File: src/sv/ps2_mouse_cursor_tracker_macros.svh
// Assertion macros shared by the cursor tracker RTL.
`ifndef PS2_MOUSE_CURSOR_TRACKER_MACROS_SVH
`define PS2_MOUSE_CURSOR_TRACKER_MACROS_SVH

// Same-cycle implication, sampled on clk_i, off while rst_ni is low.
`define PS2MCT_ASSERT_IMPL(lbl, ante, cons) \
  lbl: assert property (@(posedge clk_i) disable iff (!rst_ni) (ante) |-> (cons)) \
    else $error("ps2mct: same-cycle check failed");

// Next-cycle implication, sampled on clk_i, off while rst_ni is low.
`define PS2MCT_ASSERT_NEXT(lbl, ante, cons) \
  lbl: assert property (@(posedge clk_i) disable iff (!rst_ni) (ante) |=> (cons)) \
    else $error("ps2mct: next-cycle check failed");

`endif

File: src/sv/ps2mct_pkg.sv
// Types, constants and helpers for the PS/2 cursor tracker.
`timescale 1ns / 1ps
package ps2mct_pkg;

  localparam int POSITION_BITS = 12;
  localparam int CFG_W         = 13;
  localparam int CFG_IDX_W     = 2;
  localparam int DELTA_W       = 10;

  localparam logic [CFG_W-1:0] WIDTH_RST  = 13'd1024;
  localparam logic [CFG_W-1:0] HEIGHT_RST = 13'd768;

  localparam logic [CFG_IDX_W-1:0] REG_SCREEN_WIDTH  = 2'd0;
  localparam logic [CFG_IDX_W-1:0] REG_SCREEN_HEIGHT = 2'd1;

  // Header byte bit positions
  localparam int HDR_LEFT    = 0;
  localparam int HDR_RIGHT   = 1;
  localparam int HDR_MIDDLE  = 2;
  localparam int HDR_SYNC    = 3;
  localparam int HDR_X_SIGN  = 4;
  localparam int HDR_Y_SIGN  = 5;
  localparam int HDR_X_OVF   = 6;
  localparam int HDR_Y_OVF   = 7;

  localparam logic signed [DELTA_W-1:0] OVF_EXTRA = 10'sd255;

  typedef enum logic [1:0] {
    PH_HDR = 2'd0,
    PH_X   = 2'd1,
    PH_Y   = 2'd2
  } phase_e;

  typedef struct packed {
    logic [7:0] header;
    logic [7:0] x_byte;
    logic [7:0] y_byte;
  } pkt_t;

  // 9-bit two's complement delta, widened by the overflow extra.
  function automatic logic signed [DELTA_W-1:0] signed_delta(
    input logic [7:0] mag,
    input logic       neg,
    input logic       ovf
  );
    logic signed [DELTA_W-1:0] d;
    d = signed'({{(DELTA_W-8){neg}}, mag});
    if (ovf) begin
      d = neg ? (d - OVF_EXTRA) : (d + OVF_EXTRA);
    end
    return d;
  endfunction

endpackage

File: src/sv/ps2mct_assembler.sv
// Byte-to-packet assembler: drops the first byte, syncs on header bit 3.
`timescale 1ns / 1ps
`include "ps2_mouse_cursor_tracker_macros.svh"
module ps2mct_assembler (
  input  logic               clk_i,
  input  logic               rst_ni,
  input  logic               byte_valid_i,
  output logic               byte_ready_o,
  input  logic [7:0]         byte_i,
  output logic               pkt_valid_o,
  input  logic               pkt_ready_i,
  output ps2mct_pkg::pkt_t   pkt_o
);

  ps2mct_pkg::phase_e phase_q, phase_d;
  logic               skip_q, skip_d;
  logic [7:0]         hdr_q, hdr_d;
  logic [7:0]         xb_q, xb_d;
  logic               pkt_v_q, pkt_v_d;
  ps2mct_pkg::pkt_t   pkt_q, pkt_d;
  logic               byte_take;
  logic               pkt_load;

  assign byte_ready_o = !pkt_v_q || pkt_ready_i;
  assign byte_take    = byte_valid_i && byte_ready_o;

  always_comb begin
    phase_d  = phase_q;
    skip_d   = skip_q;
    hdr_d    = hdr_q;
    xb_d     = xb_q;
    pkt_load = 1'b0;
    if (byte_take) begin
      if (skip_q) begin
        skip_d = 1'b0;
      end else begin
        unique case (phase_q)
          ps2mct_pkg::PH_X: begin
            xb_d    = byte_i;
            phase_d = ps2mct_pkg::PH_Y;
          end
          ps2mct_pkg::PH_Y: begin
            phase_d  = ps2mct_pkg::PH_HDR;
            pkt_load = 1'b1;
          end
          default: begin
            phase_d = ps2mct_pkg::PH_HDR;
            if (byte_i[ps2mct_pkg::HDR_SYNC]) begin
              hdr_d   = byte_i;
              phase_d = ps2mct_pkg::PH_X;
            end
          end
        endcase
      end
    end
    pkt_d = '{header: hdr_q, x_byte: xb_q, y_byte: byte_i};
    if (pkt_load) begin
      pkt_v_d = 1'b1;
    end else if (pkt_ready_i) begin
      pkt_v_d = 1'b0;
    end else begin
      pkt_v_d = pkt_v_q;
    end
  end

  always_ff @(posedge clk_i or negedge rst_ni) begin
    if (!rst_ni) begin
      phase_q <= ps2mct_pkg::PH_HDR;
      skip_q  <= 1'b1;
      pkt_v_q <= 1'b0;
    end else begin
      phase_q <= phase_d;
      skip_q  <= skip_d;
      pkt_v_q <= pkt_v_d;
    end
  end

  always_ff @(posedge clk_i) begin
    hdr_q <= hdr_d;
    xb_q  <= xb_d;
    if (pkt_load) begin
      pkt_q <= pkt_d;
    end
  end

  assign pkt_valid_o = pkt_v_q;
  assign pkt_o       = pkt_q;

  `PS2MCT_ASSERT_IMPL(a_pkt_only_from_y, pkt_load, (phase_q == ps2mct_pkg::PH_Y) && !skip_q)
  `PS2MCT_ASSERT_NEXT(a_bad_hdr_waits, byte_take && !skip_q && (phase_q == ps2mct_pkg::PH_HDR) && !byte_i[ps2mct_pkg::HDR_SYNC], phase_q == ps2mct_pkg::PH_HDR)
  `PS2MCT_ASSERT_NEXT(a_pkt_holds, pkt_v_q && !pkt_ready_i, pkt_v_q && $stable(pkt_q))

endmodule

File: src/sv/ps2mct_axis.sv
// One cursor axis: add a delta and clamp to 0..size-1.
`timescale 1ns / 1ps
module ps2mct_axis #(
  parameter int PositionBits = ps2mct_pkg::POSITION_BITS
) (
  input  logic [PositionBits-1:0]                  pos_i,
  input  logic signed [ps2mct_pkg::DELTA_W-1:0]    delta_i,
  input  logic [ps2mct_pkg::CFG_W-1:0]             size_i,
  output logic [PositionBits-1:0]                  pos_o,
  output logic [PositionBits-1:0]                  lim_o
);

  localparam int CalcW = PositionBits + ps2mct_pkg::CFG_W;
  localparam logic [CalcW-1:0] SizeMax = CalcW'(1) << PositionBits;

  logic [CalcW-1:0]        size_ext;
  logic [CalcW-1:0]        size_eff;
  logic [PositionBits-1:0] lim;
  logic signed [CalcW-1:0] sum;

  always_comb begin
    size_ext = CalcW'(size_i);
    // zero acts as one, oversize pins to the full position range
    if (size_ext == '0) begin
      size_eff = CalcW'(1);
    end else if (size_ext > SizeMax) begin
      size_eff = SizeMax;
    end else begin
      size_eff = size_ext;
    end
    lim = PositionBits'(size_eff - CalcW'(1));
    sum = signed'(CalcW'(pos_i))
        + signed'({{(CalcW-ps2mct_pkg::DELTA_W){delta_i[ps2mct_pkg::DELTA_W-1]}}, delta_i});
    if (sum < 0) begin
      pos_o = '0;
    end else if (sum > signed'(CalcW'(lim))) begin
      pos_o = lim;
    end else begin
      pos_o = PositionBits'(sum);
    end
  end

  assign lim_o = lim;

endmodule

File: src/sv/ps2mct_cursor.sv
// Cursor update stage: decode deltas, clamp both axes, hold the result beat.
`timescale 1ns / 1ps
`include "ps2_mouse_cursor_tracker_macros.svh"
module ps2mct_cursor #(
  parameter int PositionBits = ps2mct_pkg::POSITION_BITS
) (
  input  logic                         clk_i,
  input  logic                         rst_ni,
  input  logic                         pkt_valid_i,
  output logic                         pkt_ready_o,
  input  ps2mct_pkg::pkt_t             pkt_i,
  input  logic [ps2mct_pkg::CFG_W-1:0] screen_w_i,
  input  logic [ps2mct_pkg::CFG_W-1:0] screen_h_i,
  output logic                         res_valid_o,
  input  logic                         res_ready_i,
  output logic [PositionBits-1:0]      cursor_x_o,
  output logic [PositionBits-1:0]      cursor_y_o,
  output logic                         left_button_o,
  output logic                         right_button_o,
  output logic                         middle_button_o
);

  logic signed [ps2mct_pkg::DELTA_W-1:0] dx;
  logic signed [ps2mct_pkg::DELTA_W-1:0] dy;
  logic signed [ps2mct_pkg::DELTA_W-1:0] ndy;
  logic [PositionBits-1:0] nx, ny, lim_x, lim_y;
  logic [PositionBits-1:0] pos_x_q, pos_y_q;
  logic [2:0]              btn_q;
  logic                    out_v_q;
  logic                    out_load;

  assign pkt_ready_o = !out_v_q || res_ready_i;
  assign out_load    = pkt_valid_i && pkt_ready_o;

  always_comb begin
    dx  = ps2mct_pkg::signed_delta(pkt_i.x_byte, pkt_i.header[ps2mct_pkg::HDR_X_SIGN],
                                   pkt_i.header[ps2mct_pkg::HDR_X_OVF]);
    dy  = ps2mct_pkg::signed_delta(pkt_i.y_byte, pkt_i.header[ps2mct_pkg::HDR_Y_SIGN],
                                   pkt_i.header[ps2mct_pkg::HDR_Y_OVF]);
    // screen y grows downward
    ndy = -dy;
  end

  ps2mct_axis #(.PositionBits(PositionBits)) u_axis_x (
    .pos_i   (pos_x_q),
    .delta_i (dx),
    .size_i  (screen_w_i),
    .pos_o   (nx),
    .lim_o   (lim_x)
  );

  ps2mct_axis #(.PositionBits(PositionBits)) u_axis_y (
    .pos_i   (pos_y_q),
    .delta_i (ndy),
    .size_i  (screen_h_i),
    .pos_o   (ny),
    .lim_o   (lim_y)
  );

  always_ff @(posedge clk_i or negedge rst_ni) begin
    if (!rst_ni) begin
      out_v_q <= 1'b0;
      pos_x_q <= '0;
      pos_y_q <= '0;
    end else begin
      if (out_load) begin
        out_v_q <= 1'b1;
        pos_x_q <= nx;
        pos_y_q <= ny;
      end else if (res_ready_i) begin
        out_v_q <= 1'b0;
      end
    end
  end

  always_ff @(posedge clk_i) begin
    if (out_load) begin
      btn_q <= {pkt_i.header[ps2mct_pkg::HDR_MIDDLE], pkt_i.header[ps2mct_pkg::HDR_RIGHT],
                pkt_i.header[ps2mct_pkg::HDR_LEFT]};
    end
  end

  assign res_valid_o     = out_v_q;
  assign cursor_x_o      = pos_x_q;
  assign cursor_y_o      = pos_y_q;
  assign left_button_o   = btn_q[0];
  assign right_button_o  = btn_q[1];
  assign middle_button_o = btn_q[2];

  `PS2MCT_ASSERT_NEXT(a_pos_in_range, out_load, (pos_x_q <= $past(lim_x)) && (pos_y_q <= $past(lim_y)))
  `PS2MCT_ASSERT_NEXT(a_pos_held_on_stall, out_v_q && !res_ready_i, $stable(pos_x_q) && $stable(pos_y_q))
  `PS2MCT_ASSERT_NEXT(a_btn_loaded, out_load, out_v_q && (btn_q == $past(pkt_i.header[2:0])))

endmodule

File: src/sv/ps2_mouse_cursor_tracker.sv
// Top level of the PS/2 mouse cursor tracker.
`timescale 1ns / 1ps
// Usage:
// - pkt channel (pkt_valid_i / pkt_ready_o / pkt_byte_i): one raw mouse byte per beat.
//   The first byte after reset is dropped; then bytes are grouped into
//   header / X / Y packets, a header counting only when its bit 3 is set.
// - res channel (res_valid_o / res_ready_i): one beat per finished packet with the
//   clamped cursor position (y downward) and the three button bits.
// - cfg channel (cfg_valid_i / cfg_ready_o / cfg_index_i / cfg_data_i): index 0 is the
//   screen width, index 1 the screen height; other indexes are ignored. Always ready.
//   Write it only while no packet is in flight.
// Timing: a taken Y byte reaches the result beat through the packet register,
//   then the result register. One byte per cycle sustained while res_ready_i is
//   high, set by the single add-and-clamp per axis.
// Reset: cursor at 0,0, screen 1024 x 768, packet sync lost, first byte skipped.
// Stall: while res_ready_i is low the result beat holds; one more packet may wait
//   in the packet register, after which pkt_ready_o drops.
module ps2_mouse_cursor_tracker #(
  parameter int PositionBits = ps2mct_pkg::POSITION_BITS
) (
  input  logic                             clk_i,
  input  logic                             rst_ni,
  input  logic                             pkt_valid_i,
  output logic                             pkt_ready_o,
  input  logic [7:0]                       pkt_byte_i,
  output logic                             res_valid_o,
  input  logic                             res_ready_i,
  output logic [PositionBits-1:0]          cursor_x_o,
  output logic [PositionBits-1:0]          cursor_y_o,
  output logic                             left_button_o,
  output logic                             right_button_o,
  output logic                             middle_button_o,
  input  logic                             cfg_valid_i,
  output logic                             cfg_ready_o,
  input  logic [ps2mct_pkg::CFG_IDX_W-1:0] cfg_index_i,
  input  logic [ps2mct_pkg::CFG_W-1:0]     cfg_data_i
);

  logic [ps2mct_pkg::CFG_W-1:0] screen_w_q, screen_h_q;
  logic                         pkt_v;
  logic                         pkt_rdy;
  ps2mct_pkg::pkt_t             pkt;

  // Config registers: no backpressure, written the cycle the beat lands.
  assign cfg_ready_o = 1'b1;

  always_ff @(posedge clk_i or negedge rst_ni) begin
    if (!rst_ni) begin
      screen_w_q <= ps2mct_pkg::WIDTH_RST;
      screen_h_q <= ps2mct_pkg::HEIGHT_RST;
    end else if (cfg_valid_i) begin
      unique case (cfg_index_i)
        ps2mct_pkg::REG_SCREEN_WIDTH:  screen_w_q <= cfg_data_i;
        ps2mct_pkg::REG_SCREEN_HEIGHT: screen_h_q <= cfg_data_i;
        default: begin
          // drop writes to unknown registers
        end
      endcase
    end
  end

  // Byte stream to packets
  ps2mct_assembler u_assembler (
    .clk_i        (clk_i),
    .rst_ni       (rst_ni),
    .byte_valid_i (pkt_valid_i),
    .byte_ready_o (pkt_ready_o),
    .byte_i       (pkt_byte_i),
    .pkt_valid_o  (pkt_v),
    .pkt_ready_i  (pkt_rdy),
    .pkt_o        (pkt)
  );

  // Packets to cursor position and result beat
  ps2mct_cursor #(.PositionBits(PositionBits)) u_cursor (
    .clk_i           (clk_i),
    .rst_ni          (rst_ni),
    .pkt_valid_i     (pkt_v),
    .pkt_ready_o     (pkt_rdy),
    .pkt_i           (pkt),
    .screen_w_i      (screen_w_q),
    .screen_h_i      (screen_h_q),
    .res_valid_o     (res_valid_o),
    .res_ready_i     (res_ready_i),
    .cursor_x_o      (cursor_x_o),
    .cursor_y_o      (cursor_y_o),
    .left_button_o   (left_button_o),
    .right_button_o  (right_button_o),
    .middle_button_o (middle_button_o)
  );

endmodule
File: config.mk
export PLATFORM = sky130hd
export DESIGN_NAME = ps2_mouse_cursor_tracker
export DESIGN_NICKNAME = d
export VERILOG_FILES = /design/src/sv/ps2mct_pkg.sv /design/src/sv/ps2mct_assembler.sv /design/src/sv/ps2mct_axis.sv /design/src/sv/ps2mct_cursor.sv /design/src/sv/ps2_mouse_cursor_tracker.sv
export VERILOG_INCLUDE_DIRS = /design/src /design/src/sv
export SDC_FILE = /design/constraint.sdc
export NUM_CORES = 1
export LEC_CHECK = 0
export BUFFER_PORTS_ARGS = -buffer_cell sky130_fd_sc_hd__buf_4
export CAP_MARGIN = 30
export CORE_MARGIN = 5
export CORE_UTILIZATION = 55
export DETAILED_ROUTE_END_ITERATION = 8
export PLACE_DENSITY = 0.77
export SYNTH_ARGS = -nofsm -noshare
export SYNTH_HDL_FRONTEND = slang
export SYNTH_SLANG_ARGS = --single-unit
File: constraint.sdc
create_clock -name clk_i -period 5.1 [get_ports clk_i]
set_input_delay 1.02 -clock clk_i [delete_from_list [all_inputs] [get_ports clk_i]]
set_output_delay 1.02 -clock clk_i [all_outputs]
set_load 0.02 [all_outputs]
# Word level (Yosys, flattened, before mapping)
# Cells that the tools add are included.
[word_totals] reg_bits=96 latchBits=0 ram_bits=0 mem_bits_ro=0 inputBits=28 out_inout_bits=30 wordCells=72 mem_count=0
[op_classes] addsub=9 multipliers=0 div_mod_pow=0 magnitude_cmp=6 n_eq_ne=3 shift=0 muxes=21 bitwise=2 reduce_logical=17
[op_table] operator="two-way mux 12 bit" count=8
[op_table] operator="two-way mux 10 bit" count=4
[op_table] operator="adder 13 x 10 -> 14 bit" count=2
[op_table] operator="greater-than comparator 14 x 13 -> 1 bit" count=2
[op_table] operator="less-than comparator 14 x 1 -> 1 bit, second input constant" count=2
[op_table] operator="greater-than comparator 13 bit, second input constant" count=2
[op_table] operator="logical NOT 13 bit" count=2
[op_table] operator="subtractor 12 x 1 -> 12 bit, second input constant" count=2
[op_table] operator="adder 9 x 9 -> 10 bit, second input constant" count=2
[op_table] operator="subtractor 9 x 9 -> 10 bit, second input constant" count=2
[op_table] operator="negation 10 bit" count=1
[op_table] operator="two-way mux 1 bit" count=8
[op_table] operator="AND reduction 2 bit" count=3
[op_table] operator="== test 2 x 1 -> 1 bit, second input constant" count=2
[op_table] operator="one-hot mux 2 bit (2 select lines)" count=1
[op_table] operator="AND reduction 4 bit" count=1
[op_table] operator="nonzero test 2 bit" count=2
[op_table] operator="AND reduction 3 bit" count=1
[op_table] operator="== test 2 bit, second input constant" count=1
[op_table] operator="logical AND 1 bit" count=2
[op_table] operator="logical NOT 1 bit" count=2
[op_table] operator="logical NOT 2 bit" count=1
[op_table] operator="logical OR 1 bit" count=2
[op_table] operator="inverter 1 bit" count=2
[op_table] operator="OR reduction 2 bit" count=1

# Longest topological paths before layout
[depth] depth_word=8 ltp_mapped=29 ltp_nobuf=29

# Hierarchy
# From an unflattened synthesis, not the netlist that was laid out.
[hier_totals] hier_cells=746 hier_area_um2=7796.2
[modules_own_cells] mod="ps2mct_axis" n_inst=2 cells_per_inst=212 area_each_um2=1637.8 seq_area_each_um2=0.0
[modules_own_cells] mod="ps2mct_cursor" n_inst=1 cells_per_inst=203 area_each_um2=2102.0 seq_area_each_um2=715.7
[modules_own_cells] mod="ps2mct_assembler" n_inst=1 cells_per_inst=61 area_each_um2=1398.8 seq_area_each_um2=1242.4
[modules_own_cells] mod="ps2_mouse_cursor_tracker" n_inst=1 cells_per_inst=58 area_each_um2=1019.7 seq_area_each_um2=654.4

# Least setup slack after synthesis
# OpenSTA, ideal clock, no wires.
[synth_timing] kind="reg-to-reg" from="register u_assembler.pkt_q, in the netlist u_assembler.pkt_o[20]" to="register u_cursor.pos_x_q[0], in the netlist u_cursor.cursor_x_o[0]" setup_ns=0.131 arrival_ns=5.327 t_required_ns=4.969 setup_slack_ns=-0.358 path_stages_with_launch=28 path_buffers=1 period_less_slack_ns=5.458 cell_sequence="edfxtp_1 -> inv_1 -> fa_1 -> a21oi_1 -> nor2_1 -> nor2_1 -> o21bai_1 -> a21oi_1 -> xnor2_1 -> mux2_2 -> ha_1 -> a211o_1 -> o211a_1 -> nor3_1 -> o21bai_1 -> a21o_1 -> xor2_1 -> inv_1 -> ha_1 -> nand2_1 -> nor4_1 -> a31o_2 -> o21ai_0 -> and2_1 -> mux2i_4 -> buf_2 -> mux2i_1 -> o21ai_0"
[synth_between] elab_chain_cells=7 word_cells_on_any_way=9 classes_between="add/sub: 3; order compare: 2; mux: 4"
[synth_lines] item="from (decl)" line="ps2mct_assembler.sv:20" source="ps2mct_pkg::pkt_t pkt_q, pkt_d;"
[synth_lines] item="from (signal assigned)" line="ps2mct_assembler.sv:82" source="pkt_q <= pkt_d;"
[synth_lines] item="adder 9 x 9 -> 10 bit / subtractor 9 x 9 -> 10 bit (equally long branches)" line="ps2mct_pkg.sv:49" source="d = neg ? (d - OVF_EXTRA) : (d + OVF_EXTRA);"
[synth_lines] item="two-way mux 10 bit" line="ps2mct_pkg.sv:49"
[synth_lines] item="two-way mux 10 bit (*)" line="ps2mct_pkg.sv:48" source="if (ovf) begin"
[synth_lines] item="adder 13 x 10 -> 14 bit (*)" line="ps2mct_axis.sv:33" source="+ signed'({{(CalcW-ps2mct_pkg::DELTA_W){delta_i[ps2mct_pkg::DELTA_W-1]}}, delta_i});"
[synth_lines] item="greater-than comparator 14 x 13 -> 1 bit" line="ps2mct_axis.sv:36" source="end else if (sum > signed'(CalcW'(lim))) begin"
[synth_lines] item="two-way mux 12 bit" line="ps2mct_axis.sv:36"
[synth_lines] item="two-way mux 12 bit (*)" line="ps2mct_axis.sv:34" source="if (sum < 0) begin"
[synth_lines] item="to (signal assigned)" line="ps2mct_cursor.sv:68" source="pos_x_q <= nx;"
[synth_lines] item="to (decl)" line="ps2mct_cursor.sv:27" source="logic [PositionBits-1:0] pos_x_q, pos_y_q;"
# Every way passes the cells marked *; elsewhere a longest branch is shown, timed or not.
# A chain may end at the register's enable or synchronous reset.

# Worst setup path after layout
[layout_timing] from="register u_assembler.pkt_q, in the netlist u_assembler.pkt_o[21]" to="register u_cursor.pos_y_q[5], in the netlist u_cursor.cursor_y_o[5]"
[layout_between] elab_chain_cells=8 word_cells_on_any_way=10 classes_between="add/sub: 4; order compare: 2; mux: 4"
[layout_lines] item="adder 9 x 9 -> 10 bit / subtractor 9 x 9 -> 10 bit (equally long branches)" line="ps2mct_pkg.sv:49"
[layout_lines] item="two-way mux 10 bit" line="ps2mct_pkg.sv:49"
[layout_lines] item="two-way mux 10 bit (*)" line="ps2mct_pkg.sv:48"
[layout_lines] item="negation 10 bit (*)" line="ps2mct_cursor.sv:41" source="ndy = -dy;"
[layout_lines] item="adder 13 x 10 -> 14 bit (*)" line="ps2mct_axis.sv:33"
[layout_lines] item="greater-than comparator 14 x 13 -> 1 bit" line="ps2mct_axis.sv:36"
[layout_lines] item="two-way mux 12 bit" line="ps2mct_axis.sv:36"
[layout_lines] item="two-way mux 12 bit (*)" line="ps2mct_axis.sv:34"
[layout_lines] item="to (signal assigned)" line="ps2mct_cursor.sv:69" source="pos_y_q <= ny;"
[layout_lines] item="to (decl)" line="ps2mct_cursor.sv:27"
# Marked as above.

==> metrics.md <==
| Metric | Value |
|---|---|
| Run status | `finished with violations` |
| Violated checks | `negative setup slack` |
| Pre-CTS WS | `-403 ps` |
| Die Wd | `123 µm` |
| Synth-to-layout area growth | `33.8%` |
| Arrival time at the worst endpoint | `5550 ps` |
| Final hold viol count | `0` |
| Met2 Track Usage GR | `0.448` |
| Worst Hold Margin | `417 ps` |
| Top cells by area in the synthesized netlist | `dfrtp_1 (18%), edfxtp_1 (17%), ha_1 (13%), mux2_2 (5.1%), xnor2_1 (3.5%)` |
| Part of the power in registers | `0.214` |
| Met3 layer usage reported by global route | `0.0448` |
| Number of optimization iterations in the first detailed-route pass | `5` |
| Post-Synthesis Cell Area | `0.00707 mm²` |
| Number of antenna violations at the first check in global routing | `0` |
| Depth of the worst register-to-register path | `25` |
| Final setup skew | `11.7 ps` |
| Number of flops mapped to enable cells by yosys | `41` |
| Initial core utilization | `0.560` |
| Final ANT Viol Nets | `0` |
| Startpoint type of the worst setup path | `flop` |
| Max-slew violation count | `0` |
| Share of synthesized area occupied by flip-flops and latches | `0.369` |
| Share of Yosys cell area claimed by the top area cell type | `0.180` |
| Y dimension of the die | `123 µm` |
| Crit path setup slack, layout | `-241 ps` |
| Aggregate global routing overflow | `0` |
| Combinational cell fraction of total power | `0.668` |
| Cell internal pwr | `3090 µW` |
| CTS tree | `built` |
| WL/cell | `19.2 µm` |
| Time the worst path needs with I/O delays and setup | `5340 ps` |
| Post-detailed-route DRC marker count | `0` |
| First-pass GRT wire length | `30800 µm` |
| Number of H-tree branching levels | `3` |
| Unrepaired setup endpoints after global routing | `yes` |
| Cell at the root of the clock tree | `clkbuf_16` |
| Endpoint of the worst register-to-register path | `u_cursor.cursor_y_o[5]` |
| Most Used Layer, Global Route | `met2` |
| Sinks on Clock Net | `96` |
| CP max stage delay | `460 ps` |
| Worst-path maximum fanout | `6` |
| Number of storage elements in the synthesis netlist | `96` |
| Worst relative slew slack | `0.302` |
| Clock network power share | `0.119` |
| Utilization after layout | `0.749` |
| Achievable clock frequency | `187 MHz` |
| Dominant delay contributor by cell family on the critical path | `simple AND/OR/NAND/NOR gates` |
| Global routing usage summed across all routing layers | `0.258` |
| Fillers | `864` |
| Power density relative to cell area | `583 mW/mm²` |
| Period utilisation layout | `1.05` |
| Synth async-reset ratio | `0.573` |
| Worst min path class | `reg2reg` |
| Timing endpoint of the critical path | `u_cursor.cursor_y_o[5]` |
| Commonest non-fill, non-tap cell in the layout | `buf_4` |
| Fraction of power spent switching nets | `0.439` |
| Yosys top cell by area | `dfrtp_1` |
| Number of cells on the critical path | `25` |
| Required time at the worst-slack endpoint | `5310 ps` |
| Placer congestion estimate | `0.931` |
| Buffers on Ports | `56` |
| Via count | `6485` |
| Initial DRC Count | `544` |
| Number of warnings printed during yosys synthesis | `0` |
| Leakage power summed over all cells | `0.00405 µW` |
| Detailed Route WL | `20300 µm` |
| Clk Latency, worst-skew pair | `360 ps` |
| Number of buffers between clock root and the deepest sink | `2` |
| Cell Rows | `41` |
| Pin count of the biggest net entering global routing | `56` |
| WHS Path Cells | `0` |
| Post-DR vias/cell | `6.12` |
| Number of buffers inserted during clock tree synthesis | `9` |
| CP Class | `reg2reg` |
| Non-Filler Cell Area, Final | `0.00946 mm²` |
| Via count of the first global-routing pass | `6331` |
| Primary FF master, synth | `dfrtp_1` |
| # diodes | `0` |
| Number of distinct library cells after synthesis | `74` |
| Placed cell area | `0.00832 mm²` |
| Syn Area/Cell | `9.81 µm²` |
| Reg-to-Reg Start | `u_assembler.pkt_o[21]` |
| Worst reg2reg setup slack | `-240 ps` |
| Max-Cap Viols | `0` |
| NumNets Final | `985` |
| Proportion of layout cells with a drive suffix above 1 | `0.378` |
| Number of buffer and inverter stages on the critical path | `5` |
| Reported net switching power | `2420 µW` |
| Crit. End Element | `flop` |
| Synthesized netlist net count | `824` |
| HPWL after DPL | `14200 µm` |
| Total Negative Setup Slacks | `-3010 ps` |
| Count of pins on the block boundary | `58` |
| Critical Path Slowest Stage Cell | `edfxtp_1` |
| Total core area | `0.0126 mm²` |
| Critical path origin | `u_assembler.pkt_o[21]` |
| Number of hold buffers added after cts | `0` |
| Total die area | `0.0152 mm²` |
| Leading cell types in the layout, fill and taps excluded | `buf_4 (157), nor2_1 (53), ha_1 (53)` |
| Clock-pin transition on the worst setup and hold timing paths | `80 ps` |
| Worst VDD drop | `354 µV` |
| Number of setup violations in the final report | `22` |
| Instance count of the mapped netlist | `721` |
| Transition at the pin with the smallest max-transition slack | `1040 ps` |
| Met1 Use GR | `0.322` |
==> power groups by stage <==
stage | Sequential, µW | Combinational, µW | Clock, µW
finish | 1180 | 3680 | 655
global route | 1200 | 3950 | 694
CTS | 1170 | 3200 | 666
detailed placement | 1170 | 2860 | 0
global placement | 1160 | 2750 | 0
floorplan | 1210 | 1770 | 0
==> worst min-delay path by stage <==
| stage | endpoint | from |
|---|---|---|
| floorplan | u_assembler.pkt_o[10] | u_assembler.xb_q[2] |
| global placement | u_assembler.pkt_o[20] | u_assembler.hdr_q[4] |
| detailed placement | u_cursor.btn_q[0] | u_assembler.pkt_o[16] |
| CTS | u_assembler.pkt_o[11] | u_assembler.xb_q[3] |
| global route | u_assembler.pkt_o[12] | u_assembler.xb_q[4] |
| finish | u_assembler.pkt_o[11] | u_assembler.xb_q[3] |
==> sequential cells by signal (all words and copies together), names as in the netlist <==
name and cells:
screen_h_q 13, screen_w_q 13, u_assembler.hdr_q 7, u_assembler.phase_q 2, u_assembler.pkt_o 23, u_assembler.pkt_valid_o 1
u_assembler.skip_q 1, u_assembler.xb_q 8, u_cursor.btn_q 3, u_cursor.cursor_x_o 12, u_cursor.cursor_y_o 12, u_cursor.res_valid_o 1
==> cell families after synthesis <==
group,count (synthesis),share of synthesized area
adder cells (fa/ha/maj),75,0.137
other,1,0.000530
XOR/XNOR,48,0.0634
buffers and inverters,60,0.0345
AO/OA/AOI/OAI,172,0.166
AND/OR/NAND/NOR,231,0.168
multiplexers,38,0.0612
flip-flops,96,0.369
==> area by class of cell <==
| cell class | count | area [µm²] | share of cell area |
|---|---|---|---|
| clock buffer | 10 | 229 | 0.0242 |
| clock inverter | 6 | 51.3 | 0.00542 |
| inverter | 42 | 160 | 0.0169 |
| multi-input combinational | 566 | 4900 | 0.518 |
| sequential | 96 | 2610 | 0.276 |
| tap | 172 | 215 | 0.0228 |
| timing repair buffer | 167 | 1290 | 0.137 |
==> synth_stat cells (16+ instances only) <==
cell type	instances
a21oi_1	39
inv_1	40
dfrtp_1	51
nor2_1	64
xor2_1	18
nor3_1	16
nand2_1	52
xnor2_1	28
o21ai_0	32
mux2_2	32
ha_1	71
edfxtp_1	41
==> routing by layer <==
layer	wire, µm	vias to the layer above
li1	-	3005
met1	8220	3170
met2	10400	254
met3	1150	56
met4	580	0
met5	0	-
==> per-stage QoR <==
stage               total power [µW]  std cells
floorplan                       2980        721
global placement                3910       1014
detailed placement              4030       1014
CTS                             5030       1049
global route                    5840       1059
finish                          5510       1059
==> timing repair <==
item	CTS	global route
endpoints found under the setup margin	24	24
cloned	1	0
resized for setup	50	84
pin swaps	40	58
buffers inserted	18	11
Note: power is estimated with default switching activity, not from simulation.
